<file path="src/design/f32ta_pkg.sv">
// ----------------------------------------------------------------------------
// f32ta_pkg
// Shared types and constants for the truncating single-precision adder.
// ----------------------------------------------------------------------------
`default_nettype none
package f32ta_pkg;
    localparam int unsigned WordWidth = 32;
    localparam int unsigned ExpWidth  = 8;
    localparam int unsigned FracWidth = 23;
    localparam int unsigned MantWidth = 24;
    localparam int unsigned ShiftWidth = 5;
    localparam logic [ExpWidth-1:0] ExpMax = 8'hFF;

    typedef struct packed {
        logic                 bypass;
        logic [WordWidth-1:0] bypass_bits;
        logic                 sign_a;
        logic                 sign_b;
        logic [ExpWidth-1:0]  expo;
        logic [MantWidth-1:0] mant_a;
        logic [MantWidth-1:0] mant_b;
    } align_t;

    typedef struct packed {
        logic                 bypass;
        logic [WordWidth-1:0] bypass_bits;
        logic                 sign;
        logic                 same;
        logic [ExpWidth-1:0]  expo;
        logic [MantWidth:0]   mant;
    } sum_t;
endpackage
`default_nettype wire

</file>
<file path="src/design/f32ta_align.sv">
// ----------------------------------------------------------------------------
// f32ta_align
// Unpack operands, detect zero bypass, align the significand with the smaller exponent.
// ----------------------------------------------------------------------------
`default_nettype none
module f32ta_align (
    input  wire logic [31:0]        a,
    input  wire logic [31:0]        b,
    output f32ta_pkg::align_t       q
);
    logic [7:0]  ea, eb, d;
    logic [23:0] ma, mb;
    logic        a_lt;
    always_comb begin
        ea = a[30:23];
        eb = b[30:23];
        ma = {1'b1, a[22:0]};
        mb = {1'b1, b[22:0]};
        a_lt = ea < eb;
        d = a_lt ? (eb - ea) : (ea - eb);
        q.bypass = (a[30:0] == 31'd0) || (b[30:0] == 31'd0);
        q.bypass_bits = (a[30:0] == 31'd0) ? b : a;
        q.sign_a = a[31];
        q.sign_b = b[31];
        q.expo = a_lt ? eb : ea;
        q.mant_a = ma;
        q.mant_b = mb;
        if (a_lt) begin
            q.mant_a = (d >= 8'd24) ? 24'd0 : (ma >> d[4:0]);
        end else begin
            q.mant_b = (d >= 8'd24) ? 24'd0 : (mb >> d[4:0]);
        end
    end
endmodule
`default_nettype wire

</file>
<file path="src/design/f32ta_addsub.sv">
// ----------------------------------------------------------------------------
// f32ta_addsub
// Add or subtract the aligned significands, larger magnitude first.
// ----------------------------------------------------------------------------
`default_nettype none
module f32ta_addsub (
    input  f32ta_pkg::align_t d,
    output f32ta_pkg::sum_t   q
);
    always_comb begin
        q.bypass = d.bypass;
        q.bypass_bits = d.bypass_bits;
        q.expo = d.expo;
        q.same = d.sign_a == d.sign_b;
        if (d.sign_a == d.sign_b) begin
            q.sign = d.sign_a;
            q.mant = {1'b0, d.mant_a} + {1'b0, d.mant_b};
        end else if (d.mant_a > d.mant_b) begin
            q.sign = d.sign_a;
            q.mant = {1'b0, d.mant_a - d.mant_b};
        end else if (d.mant_b > d.mant_a) begin
            q.sign = d.sign_b;
            q.mant = {1'b0, d.mant_b - d.mant_a};
        end else begin
            q.sign = 1'b0;
            q.mant = '0;
        end
    end
endmodule
`default_nettype wire

</file>
<file path="src/design/f32ta_norm.sv">
// ----------------------------------------------------------------------------
// f32ta_norm
// Renormalize after carry or cancellation and pack the result.
// ----------------------------------------------------------------------------
`default_nettype none
module f32ta_norm (
    input  f32ta_pkg::sum_t   d,
    output logic [31:0]       sum
);
    logic [4:0]  lz;
    logic [23:0] m;
    logic [8:0]  e_inc;
    always_comb begin
        lz = 5'd0;
        for (int i = 0; i < 24; i++) begin
            if (d.mant[i]) lz = 5'(23 - i);
        end
        m = d.mant[23:0] << lz;
        e_inc = {1'b0, d.expo} + 9'd1;
        if (d.bypass) begin
            sum = d.bypass_bits;
        end else if (d.same) begin
            if (d.mant[24]) begin
                if (e_inc >= 9'd255) sum = {d.sign, f32ta_pkg::ExpMax, 23'd0};
                else sum = {d.sign, e_inc[7:0], d.mant[23:1]};
            end else begin
                sum = {d.sign, d.expo, d.mant[22:0]};
            end
        end else if (d.mant == '0) begin
            sum = 32'd0;
        end else if ({3'd0, lz} > d.expo) begin
            sum = {d.sign, 31'd0};
        end else begin
            sum = {d.sign, d.expo - {3'd0, lz}, m[22:0]};
        end
    end
endmodule
`default_nettype wire

</file>
<file path="src/design/float32_truncating_adder.sv">
// ----------------------------------------------------------------------------
// float32_truncating_adder
// Three-stage truncating single-precision adder.
//
//   channel  ports                        direction
//   s_       s_valid s_ready s_operand_*  in
//   m_       m_valid m_ready m_sum_bits   out
//
// One beat per cycle while the output is not stalled; align, add and normalize stages, each registered.
// Reset clears stage valid bits only.
// A stalled output holds the pipe; a bubble stage still accepts a beat.
// ----------------------------------------------------------------------------
`default_nettype none
module float32_truncating_adder (
    input  wire logic        aclk,
    input  wire logic        aresetn,
    input  wire logic        s_valid,
    output logic             s_ready,
    input  wire logic [31:0] s_operand_a,
    input  wire logic [31:0] s_operand_b,
    output logic             m_valid,
    input  wire logic        m_ready,
    output logic [31:0]      m_sum_bits
);
    f32ta_pkg::align_t al_next, al_reg;
    f32ta_pkg::sum_t   sm_next, sm_reg;
    logic [31:0]       out_next, out_reg;
    logic v1_reg, v2_reg, v3_reg;
    logic en3, en2, en1;

    f32ta_align u_align (.a(s_operand_a), .b(s_operand_b), .q(al_next));
    f32ta_addsub u_addsub (.d(al_reg), .q(sm_next));
    f32ta_norm u_norm (.d(sm_reg), .sum(out_next));

    assign en3 = !v3_reg || m_ready;
    assign en2 = !v2_reg || en3;
    assign en1 = !v1_reg || en2;
    assign s_ready = en1;
    assign m_valid = v3_reg;
    assign m_sum_bits = out_reg;

    always_ff @(posedge aclk) begin
        if (!aresetn) begin
            v1_reg <= 1'b0;
            v2_reg <= 1'b0;
            v3_reg <= 1'b0;
        end else begin
            if (en1) v1_reg <= s_valid;
            if (en2) v2_reg <= v1_reg;
            if (en3) v3_reg <= v2_reg;
        end
        if (en1) al_reg <= al_next;
        if (en2) sm_reg <= sm_next;
        if (en3) out_reg <= out_next;
    end

`ifndef SYNTHESIS
    a_hold: assert property (@(posedge aclk) disable iff (!aresetn)
        m_valid && !m_ready |=> m_valid && $stable(m_sum_bits))
        else $error("output beat changed under stall");
    a_adv: assert property (@(posedge aclk) disable iff (!aresetn)
        v2_reg && en3 |=> v3_reg)
        else $error("stage two beat lost");
    a_ready: assert property (@(posedge aclk) disable iff (!aresetn)
        !v1_reg |-> s_ready)
        else $error("empty stage refused beat");
`endif
endmodule
`default_nettype wire

</file>
<file path="config.mk">
export PLATFORM = sky130hd
export DESIGN_NAME = float32_truncating_adder
export DESIGN_NICKNAME = d
export VERILOG_FILES = /design/src/design/f32ta_pkg.sv /design/src/design/f32ta_align.sv /design/src/design/f32ta_addsub.sv /design/src/design/f32ta_norm.sv /design/src/design/float32_truncating_adder.sv
export SDC_FILE = /design/constraint.sdc
export NUM_CORES = 1
export LEC_CHECK = 0
export ABC_AREA = 1
export BUFFER_PORTS_ARGS = -buffer_cell sky130_fd_sc_hd__buf_2
export CORE_MARGIN = 1
export CORE_UTILIZATION = 39
export CTS_CLUSTER_DIAMETER = 200
export CTS_CLUSTER_SIZE = 20
export DETAILED_ROUTE_END_ITERATION = 10
export PLACE_DENSITY_LB_ADDON = 0.25
export REMOVE_ABC_BUFFERS = 1
export SLEW_MARGIN = 20
export SYNTH_ARGS = -nofsm -noshare
export SYNTH_HDL_FRONTEND = slang
export SYNTH_SLANG_ARGS = --single-unit
export TNS_END_PERCENT = 30
</file>
<file path="constraint.sdc">
create_clock -name aclk -period 4.35 [get_ports aclk]
set_input_delay 0 -clock aclk [delete_from_list [all_inputs] [get_ports aclk]]
set_output_delay 0 -clock aclk [all_outputs]
set_load 0.02 [all_outputs]
</file>
## Word level (Yosys, flattened, before mapping)

Index checks and enable logic that the tools add are counted.
W data, S select, Z words.

| operators by class | value |
|---|---|
| muxes and demuxes | 43 |
| shift operators | 3 |
| reduce and logical (&&, ||, !) cells | 10 |
| $add $sub $neg | 7 |
| magnitude comparators | 6 |
| eq/ne operators | 1 |

Operators by type and width:

| operator | number |
|---|---|
| $mux W32 | 4 |
| $mux W5 | 24 |
| $mux W31 | 3 |
| $mux W24 | 3 |
| $logic_not A31 Y1 | 2 |
| $mux W25 | 2 |
| $gt A24 B24 Y1 | 2 |
| $shr A24 B5 Y24 | 2 |
| $sub A24 B24 Y24 | 2 |
| $mux W23 | 2 |
| $add A24 B24 Y25 | 1 |
| $logic_not A25 Y1 | 1 |
| $shl A24 B5 Y23 | 1 |
| $mux W8 | 2 |
| $sub A8 B8 Y8 | 2 |
| $add A8 B1 Y9 const B | 1 |
| $ge A9 B8 Y1 const B | 1 |
| $ge A8 B5 Y1 const B | 1 |
| $gt A5 B8 Y1 | 1 |
| $lt A8 B8 Y1 | 1 |
| $sub A8 B5 Y8 | 1 |
| $logic_or A1 B1 Y1 | 4 |
| $logic_not A1 Y1 | 3 |
| $mux W1 | 3 |
| $eq A1 B1 Y1 | 1 |

| storage, ports and cells | value |
|---|---|
| flip-flop bits (word level) | 194 |
| input port bits | 68 |
| word-level logic and storage cells | 89 |
| output and inout bits | 34 |

## Depth between registers and ports, before layout

Gate-level depths: netlist of run 1.

| logic depth | value |
|---|---|
| word-level depth | 29 |
| mapped depth | 41 |
| gate-level depth less buffers | 40 |

## By module

Synthesis of run 1 repeated with hierarchy kept, for this count alone.

| unflattened totals | value |
|---|---|
| cells, all modules | 2,897 |
| area total of the unflattened synthesis | 18,958.2 sq um |

By module, submodules not included:

| module | instances | sequential area each (sq um) | area each (sq um) | cells an instance |
|---|---|---|---|---|
| f32ta_addsub | 1 | 0.0 | 6,002.0 | 1,200 |
| float32_truncating_adder | 1 | 5,795.6 | 5,850.6 | 205 |
| f32ta_align | 1 | 0.0 | 4,491.8 | 956 |
| f32ta_norm | 1 | 0.0 | 2,613.8 | 536 |

## Worst setup path before layout of run 1

No wires, ideal clock.

| timing | value |
|---|---|
| kind | reg-to-reg |
| start | register sm_reg[2] (netlist name) |
| end | register out_reg[10] (netlist: m_sum_bits[10]), data pin |
| slack | 0.268 ns |
| arrival | 3.936 ns |
| required time | 4.204 ns |
| cell stages (with the launch flop) | 40 |
| period minus slack after synthesis | 4.082 ns |
| buffers on the path | 2 |
| library setup time | 0.146 ns |
| path through | edfxtp_1 inv_1 nand2_1 nand2_1 nand2_1 nand2_1 nand2_1 nand2_1 nand2_1 nand2_1 nand2_1 nand2_1 nand2_1 nand2_1 nand2_1 nand2_1 nand2_1 nand2_1 [... 4 more ...] nand2_2 buf_2 ha_1 inv_1 fa_1 a21oi_1 nor2_1 nor2_1 nor2_1 inv_1 nand2_1 nor3_1 nor2_1 clkinv_1 nor2_1 clkbuf_1 o211ai_1 a21oi_1 |

| on the way | value |
|---|---|
| cells in the longest elaborated chain, start to end | 27 |
| elaborated cells on any way between the ends | 29 |
| those cells by class | order compare: 1; shift: 1; mux: 26; reduce/logical: 1 |

RTL lines:

| item | line | text |
|---|---|---|
| from (decl) | float32_truncating_adder.sv:26 | `f32ta_pkg::sum_t sm_next, sm_reg;` |
| from (signal assigned) | float32_truncating_adder.sv:53 | `if (en2) sm_reg <= sm_next;` |
| $mux W5 (22 in a row) | f32ta_norm.sv:16 | `if (d.mant[i]) lz = 5'(23 - i);` |
| $gt A5 B8 Y1 or $shl A24 B5 Y23 (tied branches) | f32ta_norm.sv:31, f32ta_norm.sv:18 |  |
| $mux W31 | f32ta_norm.sv:31 | `end else if ({3'd0, lz} > d.expo) begin` |
| $mux W32 (*) | f32ta_norm.sv:29 | `end else if (d.mant == '0) begin` |
| $mux W32 (*) | f32ta_norm.sv:22 | `end else if (d.same) begin` |
| $mux W32 (*) | f32ta_norm.sv:20 | `if (d.bypass) begin` |
| named net out_next[10] | float32_truncating_adder.sv:27 | `logic [31:0] out_next, out_reg;` |
| to (signal assigned) | float32_truncating_adder.sv:54 | `if (en3) out_reg <= out_next;` |
| to (decl) | float32_truncating_adder.sv:27 |  |

The timed path passes the listed nets; every way through them passes the cells marked *.
A chain may end at the register's enable or synchronous reset.

==> results.tsv, run 1 <==
stage	metric	value	unit
critical_path	Worst R2R Start	al_reg[0]$_DFFE_PP_	
logic_synthesis	#FFs+latches synth	194	
power_and_ir_drop	Leak	8.26	nW
critical_path	CP cell instances	inv_1 -> ha_1 -> inv_1 -> fa_1 -> nand3_1 -> nand2_1 -> a21oi_2 -> o21ai_2 -> a21oi_1 -> o21ai_1 -> a21oi_1 -> o21ai_1 -> a21oi_1 -> o21ai_0 -> nand2_1 -> nor2_2 -> inv_2 -> nor2_1 -> a21oi_1 -> o21ai_0	
route	DR WL/cell	19.7	um
floorplanning	Die X	204	um
critical_path	crit path DAT	4.12	ns
min_path	type of the tightest min-delay check	primary input to flip-flop	
finish	area delta synth->final	13.1	%
critical_path	Crit path required time	4.54	ns
floorplanning	I/O pin cnt	102	
finish	layout cells sized above 1	10.4	%
floorplanning	Cell Rows	73	
finish	final core utilization	45.1	%
finish	Filler cells	4018	
sta	Tmin final	3.93	ns
route	Detail Route Antenna Nets	0	
logic_synthesis	Mapped Area	16000	um2
power_and_ir_drop	pwr dens	551	nW/um2
job	max-cap violations	0	
cts	Inserted Clock Buffers	17	
sta	period utilization	90.4	%
global_route	all-layer global routing usage	26.3	%
cts	CTS tree	built	
floorplanning	Initial Util	39.9	%
finish	Register Area	5800	um2
logic_synthesis	synth warn	0	
logic_synthesis	Synth Instances	2165	
critical_path	CP top delay family	compound AO/OA/AOI/OAI gates	
finish	Final nets	2430	
finish	total area of multi-input combinational cells	8690	um2
finish	commonest non-fill, non-tap cell in the layout	nand2_1	
critical_path	crit start category	flip-flop	
logic_synthesis	Post-synth ARST share	0	%
critical_path	Crit Reg-Reg Endpoint	sm_reg[17]$_DFFE_PP_	
critical_path	crit path from	al_reg[0]$_DFFE_PP_	
cts	Skew-Pair Late Insertion Delay	0.45	ns
placed_design	Routability Congestion	0.997	
logic_synthesis	Netlist cell types	58	
critical_path	CP Capture Type	flip-flop	
critical_path	Reg2Reg Depth	20	
power_and_ir_drop	Max IR drop VDD	0.245	mV
floorplanning	die area	41700	um2
status	status	complete, no violations	
route	DR pass1 iterations	6	
critical_path	flop2flop setup slack	0.42	ns
sta	Final Hold Fails	0	
cts	clk root buf	clkbuf_16	
route	DR vias	15600	
route	total wire length	55200	um
global_route	initial antenna violation count	2	
sta	highest clock rate	254	MHz
cts	CTS H-Tree Depth	4	
logic_synthesis	sequential-to-total area share from yosys stat	36.3	%
cts	Clock Path Buffers	2	
logic_synthesis	predominant post-synthesis flop cell	edfxtp_1	
finish	Layout Cells excl Fill	2801	
sta	clk_skew	0.0171	ns
route	DR vias/cell	5.56	
logic_synthesis	syn_area_per_cell	7.37	um2
sta	max_slew headroom	31.9	%
critical_path	CP Max Fanout	12	
critical_path	critical path class	flip-flop to flip-flop	
sta	Setup violations, final	0	
global_route	maximum number of pins on one net before global-route repair	77	
critical_path	slowest CP cell	edfxtp_1	
critical_path	CP Depth	20	
critical_path	crit-path max cell delay	0.43	ns
cts	clk sinks	194	
route	Iter 0 DRT Violations	1659	
finish	max FFs per register	91	
floorplanning	core area	40000	um2
global_route	first-pass GRT wire length	83800	um
sta	RSZ-0062 raised after global routing	yes	
sta	Slew Viols, Final	0	
cts	Clock transition at path regs	0.08	ns
critical_path	WP buf/inv	3	
critical_path	most used cell, CP	a21oi_1	
placed_design	port bufs	101	
global_route	vias in the first global route	14500	
critical_path	Critical Path End	sm_reg[17]$_DFFE_PP_	
placed_design	placed insts	2734	
floorplanning	die height	204	um
sta	worst slew pin tran	1.02	ns
logic_synthesis	EDFF count, synth	191	
global_route	grt ovf	0	
placed_design	DP HPWL	43600	um
route	drt drc	0	
finish	most frequent cells in the layout	466 x nand2_1, 276 x inv_1, 228 x o21ai_0	
layout make-up:
cell class	instances	area share, %
multi-input combinational	1576	48.1
sequential	194	32.1
timing repair buffer	184	6.70
inverter	288	5.99
tap	525	3.64
clock buffer	17	2.36
clock inverter	15	1.06
antenna	2	0.0277
where the power goes:
group          total, mW  leakage, nW  switching, mW  internal [mW]
clock network       1.64        0.300          0.840          0.796
logic               5.54         5.83           3.81           1.73
registers           2.77         2.12          0.249           2.52
total               9.95         8.26           4.90           5.05
worst reg2reg max path: stages (launching register included):
cell	delay (ns)
edfxtp_1	0.43
inv_1	0.09
ha_1	0.17
inv_1	0.06
fa_1	0.40
nand3_1	0.11
nand2_1	0.10
a21oi_2	0.29
o21ai_2	0.10
a21oi_1	0.23
o21ai_1	0.13
a21oi_1	0.31
o21ai_1	0.14
a21oi_1	0.23
o21ai_0	0.12
nand2_1	0.12
nor2_2	0.14
inv_2	0.22
nor2_1	0.07
a21oi_1	0.12
o21ai_0	0.09
cells in the mapped netlist, types with 14 or more instances:
library cell	n	area, um2
edfxtp_1	191	5740
o211ai_1	21	158
nand2_1	467	1750
nand4_1	18	113
o21ai_0	228	1140
nand3_1	142	711
nor2_1	151	567
o22ai_1	52	325
ha_1	95	1190
xor2_1	46	403
inv_1	278	1040
clkbuf_1	89	334
a21oi_1	182	911
nor4_1	14	87.6
a31oi_1	25	156
worst min-delay path by stage:
stage	startpoint	end	slack, ns	cells after the start
2_1_floorplan	s_operand_b[31]	al_reg[56]$_DFFE_PP_	0.1	0
3_3_place_gp	aresetn	v2_reg$_SDFFE_PN0P_	0.22	2
3_5_place_dp	s_operand_a[31]	al_reg[57]$_DFFE_PP_	0.22	1
4_1_cts	s_operand_b[23]	al_reg[81]$_DFFE_PP_	0.008	3
5_1_grt	s_operand_a[16]	al_reg[40]$_DFFE_PP_	0.02	3
6_report	s_operand_a[16]	al_reg[40]$_DFFE_PP_	0.03	3
through the flow:
stage | instance area [um2] | worst slack, ns | hold WS [ns] | setup TNS (ns) | power, mW
final | 18000 | 0.419 | 0.0304 | 0 | 9.95
after global routing | 18000 | -0.0553 | 0.0215 | -0.0869 | 10.6
after CTS | 18000 | 0.0950 | 0.00814 | 0 | 9.83
after detailed placement | 17100 | 0.115 | 0.221 | 0 | 8.17
after global placement | 17100 | 0.157 | 0.217 | 0 | 8.18
after floorplan | 15500 | -0.476 | 0.0989 | -3.32 | 6.32
logic make-up after synthesis:
group | Yosys count | share of synthesized area (%)
simple gates | 825 | 21.6
compound gates | 593 | 21.1
buf+inv | 396 | 9.56
flops | 194 | 36.3
fa+ha+maj | 101 | 8.20
xor+xnor | 52 | 3.00
mux | 4 | 0.251
repair_timing:
item,4_1_cts,5_1_grt
endpoints found under the hold margin,33,0
buffers inserted,0,2
hold buffers,29,0
endpoints found under the setup margin,0,31
gates resized for setup,0,7
per-layer routing:
layer / part of all wire, % / vias up / track usage (%)
met1: 44 / 7129 / 35.9
met4: 4.9 / 0 / 12.8
met5: 0 / - / 0
li1: - / 7580 / -
met2: 45 / 734 / 41.5
met3: 6.8 / 126 / 2.97
Note: power is estimated with default switching activity, not from simulation.
==> run 2, diff against run 1 <==
- CORE_UTILIZATION: 39 -> 51
==> results.tsv, run 2 (same netlist as run 1, synthesis figures left out) <==
stage	metric	value	unit	change
sta	highest clock rate	244	MHz	-4.1%
sta	Hold Slack	0.0133	ns	-0.0171 ns
finish	Register Area	5800	um2	unchanged
route	total wire length	56200	um	+1.8%
status	status	complete, no violations		
floorplanning	Initial Util	52.0	%	+12 points
route	DR vias/cell	5.97		+7.5%
power_and_ir_drop	pwr dens	567	nW/um2	+2.9%
global_route	grt ovf	0		unchanged
cts	Inserted Clock Buffers	17		unchanged
cts	CTS H-Tree Depth	4		unchanged
global_route	vias in the first global route	14400		-0.30%
floorplanning	die area	32000	um2	-23%
critical_path	Crit path required time	4.49	ns	-0.05 ns
sta	RSZ-0062 raised after global routing	yes		
route	DR WL/cell	21.1	um	+7.1%
cts	Clock transition at path regs	0.09	ns	about the same
floorplanning	Cell Rows	64		-12%
placed_design	worst slack, placed	-0.0453	ns	-0.160 ns
floorplanning	I/O pin cnt	102		unchanged
sta	Tmin final	4.10	ns	+0.166 ns
cts	Clock Path Buffers	2		unchanged
critical_path	CP Capture Type	flip-flop		
finish	commonest non-fill, non-tap cell in the layout	nand2_1		
placed_design	port bufs	101		unchanged
route	DR pass1 iterations	6		unchanged
global_route	first-pass GRT wire length	84400	um	+0.70%
floorplanning	core area	30700	um2	-23%
finish	Filler cells	2874		-28%
cts	clk sinks	194		unchanged
power_and_ir_drop	Leak	8.23	nW	-0.34%
sta	Slew Viols, Final	0		unchanged
sta	Setup violations, final	0		unchanged
finish	layout cells sized above 1	9.97	%	-0.40 points
route	drt drc	0		unchanged
route	Iter 0 DRT Violations	1809		+9.0%
sta	clk_skew	0.0153	ns	-0.00181 ns
power_and_ir_drop	Max IR drop VDD	0.288	mV	+18%
sta	max_slew headroom	29.6	%	-2.3 points
critical_path	crit start category	flip-flop		
cts	clk root buf	clkbuf_16		
cts	CTS tree	built		
critical_path	crit path DAT	4.24	ns	+0.12 ns
floorplanning	die height	179	um	-12%
critical_path	critical path class	flip-flop to flip-flop		
global_route	maximum number of pins on one net before global-route repair	73		-5.2%
sta	worst slew pin tran	1.05	ns	+0.0338 ns
finish	most frequent cells in the layout	466 x nand2_1, 277 x inv_1, 228 x o21ai_0		
global_route	initial antenna violation count	0		-2
floorplanning	Die X	179	um	-12%
placed_design	DP HPWL	43800	um	+0.39%
finish	max FFs per register	91		unchanged
min_path	number of cells on the worst hold path	3		unchanged
sta	period utilization	94.2	%	+3.8 points
sta	Final Hold Fails	0		unchanged
cts	Skew-Pair Late Insertion Delay	0.45	ns	about the same
min_path	type of the tightest min-delay check	primary input to flip-flop		
job	max-cap violations	0		unchanged
finish	area delta synth->final	11.8	%	
finish	Final nets	2422		-0.33%
finish	total area of multi-input combinational cells	8690	um2	about the same
placed_design	Routability Congestion	0.991		-0.63%
critical_path	CP Max Fanout	9		-3
sta	setup slack after layout	0.253	ns	-0.166 ns
global_route	all-layer global routing usage	35.6	%	+9.2 points
route	DR vias	15900		+2.1%
finish	final antenna diode count	0		-2
critical_path	Reg2Reg Depth	21		+5.0%
route	Detail Route Antenna Nets	0		unchanged
==> run 2: metal layers <==
layer | share of wire, % | global-route usage [%] | vias to the layer above
met1 | 43 | 48.2 | 7362
met3 | 7.5 | 4.77 | 129
met4 | 4.1 | 14.7 | 0
met5 | 0 | 0 | -
met2 | 46 | 57.0 | 847
li1 | - | - | 7562
==> run 2: final timing paths <==
| check | endpoint | start | slack, ns |
|---|---|---|---|
| setup reg to reg | sm_reg[5]$_DFFE_PP_ | al_reg[0]$_DFFE_PP_ | 0.25 |
| hold / removal | al_reg[55]$_DFFE_PP_ | s_operand_b[30] | 0.01 |
| setup / recovery | sm_reg[5]$_DFFE_PP_ | al_reg[0]$_DFFE_PP_ | 0.25 |
| hold reg to reg | sm_reg[28]$_DFFE_PP_ | al_reg[51]$_DFFE_PP_ | 0.42 |
==> run 2: timing repair <==
item,CTS,global route
hold buffers,30,0
endpoints found under the setup margin,1,25
hold endpoints to repair,35,0
buffers inserted,0,4
gates resized for setup,1,6
pin swaps,0,2
==> run 2: layout make-up <==
cell class / instances / share of cell area (%)
Timing Repair Buffer: 177 / 6.45
Tap cell: 396 / 2.78
Sequential cell: 194 / 32.5
Multi-Input combinational cell: 1575 / 48.7
Inverter: 288 / 6.06
Clock inverter: 15 / 1.15
Clock buffer: 17 / 2.38
==> run 2: where the power goes <==
| part | internal [mW] | total (mW) | switching, mW | leakage [nW] |
|---|---|---|---|---|
| logic | 1.72 | 5.69 | 3.97 | 5.80 |
| clock network | 0.809 | 1.67 | 0.862 | 0.309 |
| registers | 2.52 | 2.75 | 0.231 | 2.12 |
==> run 2: critical path, stage by stage (launching register included) <==
cell,delay [ns]
edfxtp_1,0.44
inv_1,0.08
ha_1,0.17
inv_1,0.06
fa_1,0.40
nand3_1,0.11
nand2_1,0.12
a21oi_4,0.21
o21ai_2,0.09
a21oi_2,0.19
o21ai_1,0.14
a21oi_2,0.26
o21ai_1,0.17
a21oi_2,0.22
o21ai_0,0.12
nand2_1,0.18
nor2_1,0.08
buf_4,0.20
inv_2,0.17
o22ai_1,0.10
nand2_1,0.06
o21ai_0,0.21
==> run 2: per-stage QoR <==
stage	std cells	power [mW]	utilization [%]	instance area [um2]	setup TNS, ns
floorplan	2057	6.32	-	15500	-3.32
global placement	2596	8.27	54.9	16800	-0.0284
detailed placement	2596	8.25	54.9	16800	-0.0453
CTS	2658	9.93	58.0	17800	0
global route	2662	10.7	58.2	17800	-0.00632
finish	2662	10.1	58.2	17800	0
==> run 3, diff against run 2 <==
- CELL_PAD_IN_SITES_DETAIL_PLACEMENT: unset -> 1
- CELL_PAD_IN_SITES_GLOBAL_PLACEMENT: unset -> 1
- CORE_UTILIZATION: 51 -> 42
==> results.tsv, run 3 (same netlist as run 1, synthesis figures left out) <==
stage	metric	value	unit	change
sta	Final Hold Fails	0		unchanged
route	DR vias/cell	5.82		-2.5%
floorplanning	die area	38800	um2	+21%
sta	RSZ-0062 raised after global routing	yes		
route	top routing layer used	met5		
finish	Filler cells	4779		+66%
global_route	vias in the first global route	16200		+13%
sta	max_slew headroom	32.8	%	+3.2 points
critical_path	WP buf/inv	4		unchanged
finish	area delta synth->final	13.1	%	
sta	period utilization	94.3	%	+0.15 points
cts	Clock transition at path regs	0.09	ns	about the same
route	Routed met3 length	3450	um	-18%
route	total wire length	63400	um	+13%
critical_path	Worst R2R Start	al_reg[3]$_DFFE_PP_		
floorplanning	core area	37500	um2	+22%
route	DR WL/cell	22.8	um	+8.1%
route	Detail Route Antenna Nets	0		unchanged
critical_path	crit path DAT	4.36	ns	+0.12 ns
power_and_ir_drop	Leak	8.26	nW	+0.41%
power_and_ir_drop	pwr dens	568	nW/um2	+0.24%
global_route	all-layer global routing usage	32.8	%	-2.8 points
critical_path	crit start category	flip-flop		
finish	layout cells sized above 1	10.2	%	+0.21 points
critical_path	Crit path required time	4.60	ns	+0.11 ns
sta	clk_skew	0.0242	ns	+0.00887 ns
route	routed wl met2	29600	um	+15%
global_route	first-pass GRT wire length	96000	um	+14%
critical_path	flop2flop setup slack	0.25	ns	about the same
power_and_ir_drop	Max IR drop VDD	0.348	mV	+21%
floorplanning	Die X	197	um	+10%
route	Iter 0 DRT Violations	1500		-17%
min_path	Min-Delay Startpoint	s_operand_a[18]		
placed_design	DP HPWL	50300	um	+15%
placed_design	port bufs	101		unchanged
cts	Inserted Clock Buffers	17		unchanged
finish	final core utilization	48.1	%	-10 points
min_path	type of the tightest min-delay check	primary input to flip-flop		
cts	Clock Path Buffers	2		unchanged
sta	Slew Viols, Final	0		unchanged
placed_design	Routability Congestion	1.01		+2.1%
critical_path	critical path class	flip-flop to flip-flop		
critical_path	crit-path max cell delay	0.54	ns	+0.10 ns
sta	Setup violations, final	0		unchanged
cts	CTS H-Tree Depth	4		unchanged
global_route	grt ovf	0		unchanged
cts	clk root buf	clkbuf_16		
sta	final setup TNS	0	ns	unchanged
critical_path	CP top delay family	compound AO/OA/AOI/OAI gates		
global_route	maximum number of pins on one net before global-route repair	71		-2.7%
cts	CTS tree	built		
status	status	complete, no violations		
route	DR vias	16200		+1.8%
critical_path	most used cell, CP	a21oi_2		
critical_path	CP cell instances	inv_1 -> ha_1 -> nand3_1 -> nand2_1 -> a21oi_1 -> buf_4 -> o21ai_2 -> a21oi_2 -> o21ai_1 -> a21oi_2 -> o21ai_2 -> a21oi_2 -> o21ai_0 -> nand2_1 -> nor2_1 -> buf_4 -> inv_2 -> nor2_1 -> a21oi_1 -> o21ai_0		
sta	Tmin final	4.10	ns	+0.00649 ns
finish	commonest non-fill, non-tap cell in the layout	nand2_1		
finish	final antenna diode count	0		unchanged
route	DR pass1 iterations	5		-1
critical_path	CP Capture Type	flip-flop		
route	WL met1	27700	um	+15%
job	max-cap violations	0		unchanged
finish	most frequent cells in the layout	466 x nand2_1, 277 x inv_1, 228 x o21ai_0		
global_route	initial antenna violation count	1		+1
sta	worst slew pin tran	1.01	ns	-0.0477 ns
critical_path	slowest CP cell	ha_1		
sta	highest clock rate	244	MHz	-0.16%
cts	Skew-Pair Late Insertion Delay	0.47	ns	+0.02 ns
floorplanning	Initial Util	42.6	%	-9.5 points
critical_path	CP Max Fanout	12		+3
floorplanning	Cell Rows	71		+11%
floorplanning	I/O pin cnt	102		unchanged
cts	clk sinks	194		unchanged
finish	Final nets	2425		+0.12%
floorplanning	die height	197	um	+10%
critical_path	crit path from	al_reg[3]$_DFFE_PP_		
finish	max FFs per register	91		unchanged
route	drt drc	0		unchanged
run 3: cell count changes in the layout (fill, tap and decap cells not counted), moves of 2 or more:
cell and change:
inv_16 +3, inv_8 -4, dlygate4sd3_1 -2, buf_4 +4
run 3: area by class of cell:
type / instances / area (um2) / area share [%]
multi-input combinational: 1575 / 8680 / 48.1
sequential: 194 / 5800 / 32.1
timing repair buffer: 180 / 1180 / 6.52
inverter: 288 / 1080 / 5.99
tap: 511 / 639 / 3.54
clock buffer: 17 / 425 / 2.36
clock inverter: 15 / 244 / 1.35
run 3: timing repair:
item / in CTS / in global routing
cloned: 0 / 0
gates resized for setup: 2 / 4
setup endpoints to repair: 9 / 34
endpoints found under the hold margin: 30 / 0
pin swaps: 0 / 2
hold buffers: 28 / 0
setup buffers: 0 / 3
run 3: final timing paths:
path                     endpoint  cells after the start
min reg2reg  sm_reg[51]$_DFFE_PP_                      0
max          sm_reg[17]$_DFFE_PP_                     20
max reg2reg  sm_reg[17]$_DFFE_PP_                     20
min          al_reg[76]$_DFFE_PP_                      3
run 3: worst register-to-register path, stage by stage, from the launching register on:
cell	delay [ns]
edfxtp_1	0.40
inv_1	0.07
ha_1	0.54
nand3_1	0.18
nand2_1	0.14
a21oi_1	0.07
buf_4	0.15
o21ai_2	0.16
a21oi_2	0.10
o21ai_1	0.29
a21oi_2	0.14
o21ai_2	0.28
a21oi_2	0.12
o21ai_0	0.18
nand2_1	0.14
nor2_1	0.16
buf_4	0.21
inv_2	0.12
nor2_1	0.10
a21oi_1	0.05
o21ai_0	0.30
run 3: where the power goes:
group	internal (mW)	switching, mW	leakage (nW)	total [mW]
Sequential	2.52	0.271	2.12	2.80
Combinational	1.75	3.94	5.82	5.68
Clock	0.836	0.939	0.324	1.77
Total	5.11	5.15	8.26	10.3
run 3: layer usage:
| metal | track usage, % | vias up |
|---|---|---|
| met4 | 14.2 | 2 |
| met3 | 3.64 | 129 |
| met5 | 0 | - |
| met2 | 53.8 | 593 |
| li1 | - | 7559 |
| met1 | 43.8 | 7904 |
run 3: metrics by stage:
stage	setup WS, ns	power [mW]	cells	area [um2]	hold WS, ns
6_report	0.246	10.3	2780	18000	0.00828
4_1_cts	0.0336	10.1	2777	18000	0.00174
2_1_floorplan	-0.476	6.32	2057	15500	0.0989
3_5_place_dp	-0.164	8.32	2717	17000	0.228
5_1_grt	-0.0586	10.9	2780	18000	0.00870
3_3_place_gp	-0.132	8.20	2716	17000	0.216
